File: config.mk
export PLATFORM = sky130hd
export DESIGN_NAME = heterosquare_check
export DESIGN_NICKNAME = d
export VERILOG_FILES = /design/src/hdl/hsq_pkg.sv /design/src/hdl/hsq_accum.sv /design/src/hdl/heterosquare_check.sv
export SDC_FILE = /design/constraint.sdc
export NUM_CORES = 1
export LEC_CHECK = 0
export BUFFER_PORTS_ARGS = -buffer_cell sky130_fd_sc_hd__buf_2
export CAP_MARGIN = 20
export CELL_PAD_IN_SITES_DETAIL_PLACEMENT = 1
export CELL_PAD_IN_SITES_GLOBAL_PLACEMENT = 2
export CORE_MARGIN = 2
export CORE_UTILIZATION = 48
export CTS_CLUSTER_DIAMETER = 150
export DETAILED_ROUTE_END_ITERATION = 8
export PLACE_DENSITY = 0.76
export SLEW_MARGIN = 20
export SYNTH_ARGS = -nofsm -noshare
export SYNTH_HDL_FRONTEND = slang
export SYNTH_SLANG_ARGS = --single-unit
File: constraint.sdc
create_clock -name clk -period 9.43 [get_ports clk]
set_input_delay 0.4715 -clock clk [delete_from_list [all_inputs] [get_ports clk]]
set_output_delay 0.4715 -clock clk [all_outputs]
set_load 0.01 [all_outputs]
File: src/hdl/hsq_pkg.sv
// Shared types and constants for the heterosquare check block.
// No dependencies; used by hsq_accum and heterosquare_check.
package hsq_pkg;

  // Default parameter values
  localparam int DEF_MAX_SIZE      = 16;
  localparam int DEF_ELEMENT_WIDTH = 16;

  // Side length register
  localparam int                SIZE_W     = 5;
  localparam logic [SIZE_W-1:0] RESET_SIZE = 5'd3;

  // Controller states
  typedef enum logic [2:0] {
    ST_LOAD,
    ST_FLUSH,
    ST_FETCH_A,
    ST_LOAD_A,
    ST_SCAN,
    ST_DONE
  } state_t;

  // Source of a sum on the check read port
  typedef enum logic [1:0] {
    SRC_ROW,
    SRC_COL,
    SRC_MAIN,
    SRC_ANTI
  } sum_src_t;

  // Status from the accumulator to the controller
  typedef struct packed {
    logic last_item;   // accepted element would close the matrix
    logic wb_pend;     // column writeback still in flight
  } acc_stat_t;

endpackage

File: src/hdl/hsq_accum.sv
// Sum accumulator: row, column and diagonal sums of one matrix, with the
// row and column sums held in synchronous memories. Depends on hsq_pkg.
module hsq_accum #(
  parameter int MAX_SIZE      = hsq_pkg::DEF_MAX_SIZE,
  parameter int ELEMENT_WIDTH = hsq_pkg::DEF_ELEMENT_WIDTH
) (
  input  logic                                           clk,
  input  logic                                           rst_n,
  input  logic                                           clr,
  input  logic [$clog2(MAX_SIZE+1)-1:0]                  size_n,
  input  logic                                           in_fire,
  input  logic signed [ELEMENT_WIDTH-1:0]                in_elem,
  output hsq_pkg::acc_stat_t                             stat,
  input  logic                                           rd_en,
  input  logic [$clog2(2*MAX_SIZE+2)-1:0]                rd_idx,
  output logic signed [ELEMENT_WIDTH+$clog2(MAX_SIZE+1)-1:0] rd_sum
);

  localparam int IDX_W  = (MAX_SIZE > 1) ? $clog2(MAX_SIZE) : 1;
  localparam int N_W    = $clog2(MAX_SIZE + 1);
  localparam int SUM_W  = ELEMENT_WIDTH + N_W;
  localparam int SIDX_W = $clog2(2 * MAX_SIZE + 2);

  // Sum memories
  logic signed [SUM_W-1:0] col_mem [MAX_SIZE];
  logic signed [SUM_W-1:0] row_mem [MAX_SIZE];

  logic [IDX_W-1:0]        row_pos_r, row_pos_nxt;
  logic [IDX_W-1:0]        col_pos_r, col_pos_nxt;
  logic signed [SUM_W-1:0] row_acc_r, row_total;
  logic signed [SUM_W-1:0] diag_main_r, diag_main_nxt;
  logic signed [SUM_W-1:0] diag_anti_r, diag_anti_nxt;

  // Column read-modify-write stage
  logic                    s2_valid_r;
  logic signed [SUM_W-1:0] s2_x_r;
  logic [IDX_W-1:0]        s2_col_r;
  logic                    s2_first_r;
  logic signed [SUM_W-1:0] col_rd_r;
  logic signed [SUM_W-1:0] row_rd_r;
  logic signed [SUM_W-1:0] col_new;

  // Check read decode
  hsq_pkg::sum_src_t       rd_src;
  hsq_pkg::sum_src_t       rd_src_r;
  logic [SIDX_W-1:0]       n_x, n2_x, col_off;
  logic                    col_rd_en, row_rd_en;
  logic [IDX_W-1:0]        col_rd_addr;

  logic signed [SUM_W-1:0] x_ext;
  logic                    col_last, row_last, first_item, on_main, on_anti;

  // Position decode
  assign x_ext      = {{(SUM_W-ELEMENT_WIDTH){in_elem[ELEMENT_WIDTH-1]}}, in_elem};
  assign col_last   = (N_W'(col_pos_r) == size_n - 1'b1);
  assign row_last   = (N_W'(row_pos_r) == size_n - 1'b1);
  assign first_item = (row_pos_r == '0) && (col_pos_r == '0);
  assign on_main    = (row_pos_r == col_pos_r);
  assign on_anti    = ((N_W+1)'(row_pos_r) + (N_W+1)'(col_pos_r))
                      == ((N_W+1)'(size_n) - 1'b1);

  assign stat.last_item = col_last && row_last;
  assign stat.wb_pend   = s2_valid_r;

  // Running sums; a new row or matrix starts from zero
  always_comb begin
    row_total     = (col_pos_r == '0 ? '0 : row_acc_r) + x_ext;
    diag_main_nxt = (first_item ? '0 : diag_main_r) + (on_main ? x_ext : '0);
    diag_anti_nxt = (first_item ? '0 : diag_anti_r) + (on_anti ? x_ext : '0);
    col_pos_nxt   = col_last ? '0 : col_pos_r + 1'b1;
    row_pos_nxt   = row_pos_r;
    if (col_last) begin
      row_pos_nxt = row_last ? '0 : row_pos_r + 1'b1;
    end
  end

  // Advance positions; a size write drops the partial matrix
  always_ff @(posedge clk) begin
    if (!rst_n) begin
      row_pos_r  <= '0;
      col_pos_r  <= '0;
      s2_valid_r <= 1'b0;
    end else begin
      s2_valid_r <= in_fire;
      if (clr) begin
        row_pos_r <= '0;
        col_pos_r <= '0;
      end else if (in_fire) begin
        row_pos_r <= row_pos_nxt;
        col_pos_r <= col_pos_nxt;
      end
    end
  end

  // Hold sums and the writeback payload
  always_ff @(posedge clk) begin
    if (in_fire) begin
      row_acc_r   <= row_total;
      diag_main_r <= diag_main_nxt;
      diag_anti_r <= diag_anti_nxt;
      s2_x_r      <= x_ext;
      s2_col_r    <= col_pos_r;
      s2_first_r  <= (row_pos_r == '0);
    end
  end

  // Decode the check read index into memory and register sources
  always_comb begin
    n_x     = SIDX_W'(size_n);
    n2_x    = n_x + n_x;
    col_off = rd_idx - n_x;
    if (rd_idx < n_x) begin
      rd_src = hsq_pkg::SRC_ROW;
    end else if (rd_idx < n2_x) begin
      rd_src = hsq_pkg::SRC_COL;
    end else if (rd_idx == n2_x) begin
      rd_src = hsq_pkg::SRC_MAIN;
    end else begin
      rd_src = hsq_pkg::SRC_ANTI;
    end
    col_rd_en   = in_fire || (rd_en && rd_src == hsq_pkg::SRC_COL);
    col_rd_addr = in_fire ? col_pos_r : col_off[IDX_W-1:0];
    row_rd_en   = rd_en && rd_src == hsq_pkg::SRC_ROW;
  end

  always_ff @(posedge clk) begin
    if (rd_en) begin
      rd_src_r <= rd_src;
    end
  end

  // Column memory: read at acceptance, write back in the next cycle
  assign col_new = (s2_first_r ? '0 : col_rd_r) + s2_x_r;

  always_ff @(posedge clk) begin
    if (s2_valid_r) begin
      col_mem[s2_col_r] <= col_new;
    end
    if (col_rd_en) begin
      col_rd_r <= col_mem[col_rd_addr];
    end
  end

  // Row memory: store each finished row
  always_ff @(posedge clk) begin
    if (in_fire && col_last) begin
      row_mem[row_pos_r] <= row_total;
    end
    if (row_rd_en) begin
      row_rd_r <= row_mem[rd_idx[IDX_W-1:0]];
    end
  end

  // Select the sum for the check
  always_comb begin
    case (rd_src_r)
      hsq_pkg::SRC_ROW:  rd_sum = row_rd_r;
      hsq_pkg::SRC_COL:  rd_sum = col_rd_r;
      hsq_pkg::SRC_MAIN: rd_sum = diag_main_r;
      default:           rd_sum = diag_anti_r;
    endcase
  end

endmodule

File: src/hdl/heterosquare_check.sv
// Heterosquare check top level: input channel, size register, pairwise
// distinctness scan and result register. Depends on hsq_pkg, hsq_accum.
//
// Usage:
//   Elements of an N x N matrix enter in row-major order on the in_ channel
//   (in_valid / in_stall), one per cycle while the matrix loads. N comes
//   from cfg_square_size (0 acts as 1, values above MAX_SIZE act as
//   MAX_SIZE); a cfg write drops any partial matrix, and in_stall stays
//   high while cfg_valid is up. Reset leaves N = 3.
//   The last element of a matrix starts a check of the 2N+2 row, column
//   and diagonal sums. Every sum is compared against every later sum, one
//   compare per cycle while no new first sum is being fetched; row and
//   column sums are read from their memories through single read ports,
//   diagonal sums from registers. The check stops at the first equal
//   pair. In_stall stays high until the flag is loaded into the output
//   register; then the next matrix can start at once, even while the
//   receiver still stalls the previous result on out_. A result waiting
//   on out_ holds the block only when the next check has finished.
//   Reset clears all control state; no memory clearing pass is needed.
module heterosquare_check #(
  parameter int MAX_SIZE      = hsq_pkg::DEF_MAX_SIZE,
  parameter int ELEMENT_WIDTH = hsq_pkg::DEF_ELEMENT_WIDTH
) (
  input  logic                              clk,
  input  logic                              rst_n,
  input  logic                              in_valid,
  output logic                              in_stall,
  input  logic signed [ELEMENT_WIDTH-1:0]   in_element_value,
  output logic                              out_valid,
  input  logic                              out_stall,
  output logic                              out_is_heterosquare,
  input  logic                              cfg_valid,
  output logic                              cfg_ready,
  input  logic [hsq_pkg::SIZE_W-1:0]        cfg_square_size
);

  localparam int N_W    = $clog2(MAX_SIZE + 1);
  localparam int SUM_W  = ELEMENT_WIDTH + N_W;
  localparam int SIDX_W = $clog2(2 * MAX_SIZE + 2);

  hsq_pkg::state_t    state_r, state_nxt;
  hsq_pkg::acc_stat_t stat;

  logic [N_W-1:0]          n_r;
  logic [SIDX_W-1:0]       i_r, i_nxt, j_r, j_nxt, last_x;
  logic signed [SUM_W-1:0] a_r, a_nxt, rd_sum;
  logic                    out_valid_r, out_valid_nxt;
  logic                    out_flag_r, out_flag_nxt;
  logic                    verdict_r, verdict_nxt;
  logic                    rd_en;
  logic [SIDX_W-1:0]       rd_idx;
  logic                    in_fire, cfg_fire;

  // Clamp a written side length to the supported range
  function automatic logic [N_W-1:0] clamp_size(input logic [hsq_pkg::SIZE_W-1:0] s);
    logic [N_W-1:0] n;
    if (s == '0) begin
      n = N_W'(1);
    end else if (32'(s) > MAX_SIZE) begin
      n = N_W'(MAX_SIZE);
    end else begin
      n = N_W'(s);
    end
    return n;
  endfunction

  // Hold the input while a size write is offered or the block is not loading
  assign in_fire   = in_valid && !in_stall;
  assign cfg_ready = (state_r == hsq_pkg::ST_LOAD);
  assign cfg_fire  = cfg_valid && cfg_ready;
  assign in_stall  = (state_r != hsq_pkg::ST_LOAD) || cfg_valid;
  assign last_x    = SIDX_W'(n_r) + SIDX_W'(n_r) + 1'b1;

  assign out_valid           = out_valid_r;
  assign out_is_heterosquare = out_flag_r;

  hsq_accum #(
    .MAX_SIZE      (MAX_SIZE),
    .ELEMENT_WIDTH (ELEMENT_WIDTH)
  ) u_accum (
    .clk     (clk),
    .rst_n   (rst_n),
    .clr     (cfg_fire),
    .size_n  (n_r),
    .in_fire (in_fire),
    .in_elem (in_element_value),
    .stat    (stat),
    .rd_en   (rd_en),
    .rd_idx  (rd_idx),
    .rd_sum  (rd_sum)
  );

  // Sequence loading, the pairwise scan and the result hand-off
  always_comb begin
    state_nxt     = state_r;
    i_nxt         = i_r;
    j_nxt         = j_r;
    a_nxt         = a_r;
    verdict_nxt   = verdict_r;
    out_flag_nxt  = out_flag_r;
    out_valid_nxt = out_valid_r && out_stall;
    rd_en         = 1'b0;
    rd_idx        = i_r;
    case (state_r)
      hsq_pkg::ST_LOAD: begin
        if (in_fire && stat.last_item) begin
          state_nxt = hsq_pkg::ST_FLUSH;
        end
      end
      hsq_pkg::ST_FLUSH: begin
        i_nxt     = '0;
        state_nxt = hsq_pkg::ST_FETCH_A;
      end
      hsq_pkg::ST_FETCH_A: begin
        rd_en     = 1'b1;
        rd_idx    = i_r;
        state_nxt = hsq_pkg::ST_LOAD_A;
      end
      hsq_pkg::ST_LOAD_A: begin
        a_nxt     = rd_sum;
        rd_en     = 1'b1;
        rd_idx    = i_r + 1'b1;
        j_nxt     = i_r + 1'b1;
        state_nxt = hsq_pkg::ST_SCAN;
      end
      hsq_pkg::ST_SCAN: begin
        if (rd_sum == a_r) begin
          verdict_nxt = 1'b0;
          state_nxt   = hsq_pkg::ST_DONE;
        end else if (j_r == last_x) begin
          if (i_r + 1'b1 == last_x) begin
            verdict_nxt = 1'b1;
            state_nxt   = hsq_pkg::ST_DONE;
          end else begin
            i_nxt     = i_r + 1'b1;
            state_nxt = hsq_pkg::ST_FETCH_A;
          end
        end else begin
          rd_en  = 1'b1;
          rd_idx = j_r + 1'b1;
          j_nxt  = j_r + 1'b1;
        end
      end
      hsq_pkg::ST_DONE: begin
        if (!out_valid_r || !out_stall) begin
          out_valid_nxt = 1'b1;
          out_flag_nxt  = verdict_r;
          state_nxt     = hsq_pkg::ST_LOAD;
        end
      end
      default: begin
        state_nxt = hsq_pkg::ST_LOAD;
      end
    endcase
  end

  // Hold state, side length and output valid
  always_ff @(posedge clk) begin
    if (!rst_n) begin
      state_r     <= hsq_pkg::ST_LOAD;
      n_r         <= clamp_size(hsq_pkg::RESET_SIZE);
      out_valid_r <= 1'b0;
    end else begin
      state_r     <= state_nxt;
      out_valid_r <= out_valid_nxt;
      if (cfg_fire) begin
        n_r <= clamp_size(cfg_square_size);
      end
    end
  end

  // Scan indexes and payload
  always_ff @(posedge clk) begin
    i_r        <= i_nxt;
    j_r        <= j_nxt;
    a_r        <= a_nxt;
    verdict_r  <= verdict_nxt;
    out_flag_r <= out_flag_nxt;
  end

  // The closing element always leads into the writeback flush
  assert property (@(posedge clk) disable iff (!rst_n)
    in_fire && stat.last_item |=> state_r == hsq_pkg::ST_FLUSH)
    else $error("closing element did not start the check");

  // Memory reads for the check never overlap a column writeback
  assert property (@(posedge clk) disable iff (!rst_n)
    state_r == hsq_pkg::ST_FETCH_A |-> !stat.wb_pend)
    else $error("check read while column writeback pending");

  // The scan compares only later sums within range
  assert property (@(posedge clk) disable iff (!rst_n)
    state_r == hsq_pkg::ST_SCAN |-> (j_r > i_r) && (j_r <= last_x))
    else $error("scan index out of order or range");

  // A new result only comes from the finished check
  assert property (@(posedge clk) disable iff (!rst_n)
    out_valid_r && !$past(out_valid_r) |-> $past(state_r) == hsq_pkg::ST_DONE)
    else $error("result raised outside the done state");

endmodule
==> results.yml <==
outcome:
  outcome: "finished clean"
timing:
  rsz0062_at_grt: "no"
  skew_ps: 47.0
  worst_pin_slew_ps: 1030
  relSlewSlack: 0.311
  finalSetupViolCount: 0
  fin_tns_setup_ps: 0
  finalMaxSlewViolations: 0
  hold_violations: 0
  fmax_ghz: 0.155
  finalWorstSetupSlack_ps: 2970
  min_period_ps: 6460
  whs_ps: 98.1
  fin_crit_sh: 0.685
floorplanning:
  io-pin-count: 30
  dieArea_um2: 81800
  num_rows: 103
  die_h_um: 286
  die_w_um: 286
  core_um2: 78900
  start_util: 0.484
clock_tree:
  clk_pin_slew_ps: 60
  clock_sinks: 853
  cts_tree: "done"
  clock-root-buffer: "clkbuf_16"
  cts_setup_buffers: 0
  cts.path.max_buffers: 3
  htree_levels: 3
  hold_buffers: 0
  cts_made_buffers: 91
  cts_resized: 0
  clk_latency_ps: 670
yosys:
  synth_top_cell_area_share: 0.657
  syn_inst: 2455
  synth-edff-count: 835
  synthTopCellsByCount: "edfxtp_1, nand2_1, and2_1, mux2i_1, mux4_2"
  synth-seq-cells: 853
  synthesis.area_um2: 38200
  synth_area_leaders: "edfxtp_1, mux4_2, ha_1"
  synth_mux_area_frac: 0.104
  synth_compound_area_frac: 0.0654
  yosysUniqueCellTypes: 65
  synthSimpleGateAreaFrac: 0.0801
  synth_fa_ha_area_frac: 0.0369
  synth_xor_area_frac: 0.0308
  yosysSeqAreaShare: 0.667
  synth_nets: 2590
  synth.most_common_cell: "edfxtp_1"
  synth_top_family_by_area: "multiplexers"
  async_reset_ff_frac: 0
  synth_ff_type: "edfxtp_1"
  avgSynthCellArea_um2: 15.5
  yosys_warnings: 0
  synth_top_area_cell: "edfxtp_1"
global_routing:
  grt_pass1_vias: 23000
  grt-ovfl-total: 0
  track_usage: 0.250
  grt_pass1_wl_um: 151000
  grt_max_degree: 86
  antenna_found_initial: 5
layout:
  nNetsFinal: 2686
  stdcell_count: 3675
  final_area_um2: 43100
  fin_util: 0.547
  syn_to_final_growth_pct: 13.0
  n_antenna_cell: 0
  drive_gt1_frac: 0.173
  n_fill_cell: 7367
hold_path:
  hp-class: "in2reg"
setup_path:
  cp_cell_sequence: "mux4_2 > xnor2_1 > nand4_1 > nor4_4 > mux2i_1 > nand3_2 > inv_6 > buf_4 > buf_4 > mux2i_1 > mux2_2 > o22ai_1 > a221o_1"
  arrival_ps: 6860
  path_class: "reg2reg"
  critPathLaunchType: "register"
  critPathMaxFanout: 67
  worst_setup_path_end_kind: "register"
  cp_slowest_cell: "edfxtp_1"
  cp_slowest_stage_delay_ps: 1000
  cp.required_ps: 9830
route:
  routed_wl_um: 101000
  final_antenna_net_count: 0
  vias: 21700
  drt_drc_violations_left: 0
  wl_per_cell_um: 27.5
  avgViaCountPerCell: 5.92
  first_pass_iters: 5
  drt_iter0_markers: 1438
place:
  dp_slack_ps: 3170
  place_area_um2: 40000
  place_inst: 3508
  post-dp-hpwl_um: 62200
  gp_congestion: 0.826
  port_buffers: 29
power:
  max-vdd-ir-drop_uv: 155
  p_leak_nw: 14.9
  power_density_nw_per_um2: 198
  power_mw: 8.53
job:
  max_cap_violations: 0
[final timing paths]
check	cells past startpoint	from	to	slack (ps)
min reg2reg	0	verdict_r$_SDFFCE_PP0P_	out_is_heterosquare$_DFFE_PP_	480
min	1	in_element_value[1]	u_accum.s2_x_r[1]$_DFFE_PP_	100
max	13	u_accum.rd_src_r[1]$_DFFE_PP_	u_accum.row_rd_r[9]$_DFFE_PP_	2970
max reg2reg	13	u_accum.rd_src_r[1]$_DFFE_PP_	u_accum.row_rd_r[9]$_DFFE_PP_	2970
[layout make-up]
type                       count  area (um2)  share of cell area
clock inverter                61         723              0.0168
timing repair buffer         106         748              0.0174
sequential                   853       25400               0.590
tap                         1050        1310              0.0305
inverter                      45         176             0.00409
multi-input combinational   1454       12400               0.287
clock buffer                 106        2330              0.0541
[report_power, final]
part | internal [mW] | switching, mW | leakage [nW]
combinational | 0.232 | 0.358 | 5.74
clock | 2.10 | 1.56 | 1.46
sequential | 4.25 | 0.0385 | 7.70
[layer usage]
layer / vias up / part of all wire / track usage
li1: 9687 / - / -
met1: 11400 / 0.43 / 0.343
met2: 506 / 0.51 / 0.429
met3: 139 / 0.038 / 0.0269
met4: 2 / 0.022 / 0.0627
met5: - / 0.00013 / 0
[worst max-delay path, delay by kind of cell, from the launching register on]
kind / cells / cell delay, ps
AO/OA/AOI/OAI: 2 / 350
XOR/XNOR: 1 / 180
buffers and inverters: 3 / 2080
flip-flops: 1 / 1000
multiplexers: 4 / 1280
AND/OR/NAND/NOR: 3 / 1130
[sequential cells by signal, indices dropped and copies added, names as in the netlist, 2 cells and up]
register             cells
a_r                     21
i_r                      6
j_r                      6
n_r                      5
state_r                  3
u_accum.col_mem        336
u_accum.col_pos_r        4
u_accum.col_rd_r        21
u_accum.diag_anti_r     21
u_accum.diag_main_r     21
u_accum.rd_src_r         2
u_accum.row_acc_r       21
u_accum.row_mem        336
u_accum.row_pos_r        4
u_accum.row_rd_r        21
u_accum.s2_col_r         4
u_accum.s2_x_r          16
[logic make-up after synthesis]
group                    count (synthesis)
AO/OA/AOI/OAI                          355
buffers and inverters                  148
adder cells (fa/ha/maj)                109
multiplexers                           259
XOR/XNOR                               134
AND/OR/NAND/NOR                        597
flip-flops                             853
[placed cells by master, fill, tap and decap left out, types with 18 or more instances in the layout]
cell and n:
mux2_1 19, buf_4 75, clkinv_1 22, and2_1 114
inv_1 42, mux2i_1 111, o22ai_1 22, nand3_1 33
clkbuf_16 91, nor2_1 69, nand2_1 157, nor2b_1 91
a221o_1 22, a21oi_1 83, mux4_2 105, dfxtp_1 18
o21ai_0 32, ha_1 103, a21o_1 21, nor3_1 25
nor2_2 24, mux2_2 23, a31oi_1 48, xor2_1 28
buf_2 29, a211oi_1 56, xnor2_1 92, edfxtp_1 835
Note: power is estimated with default switching activity, not from simulation.
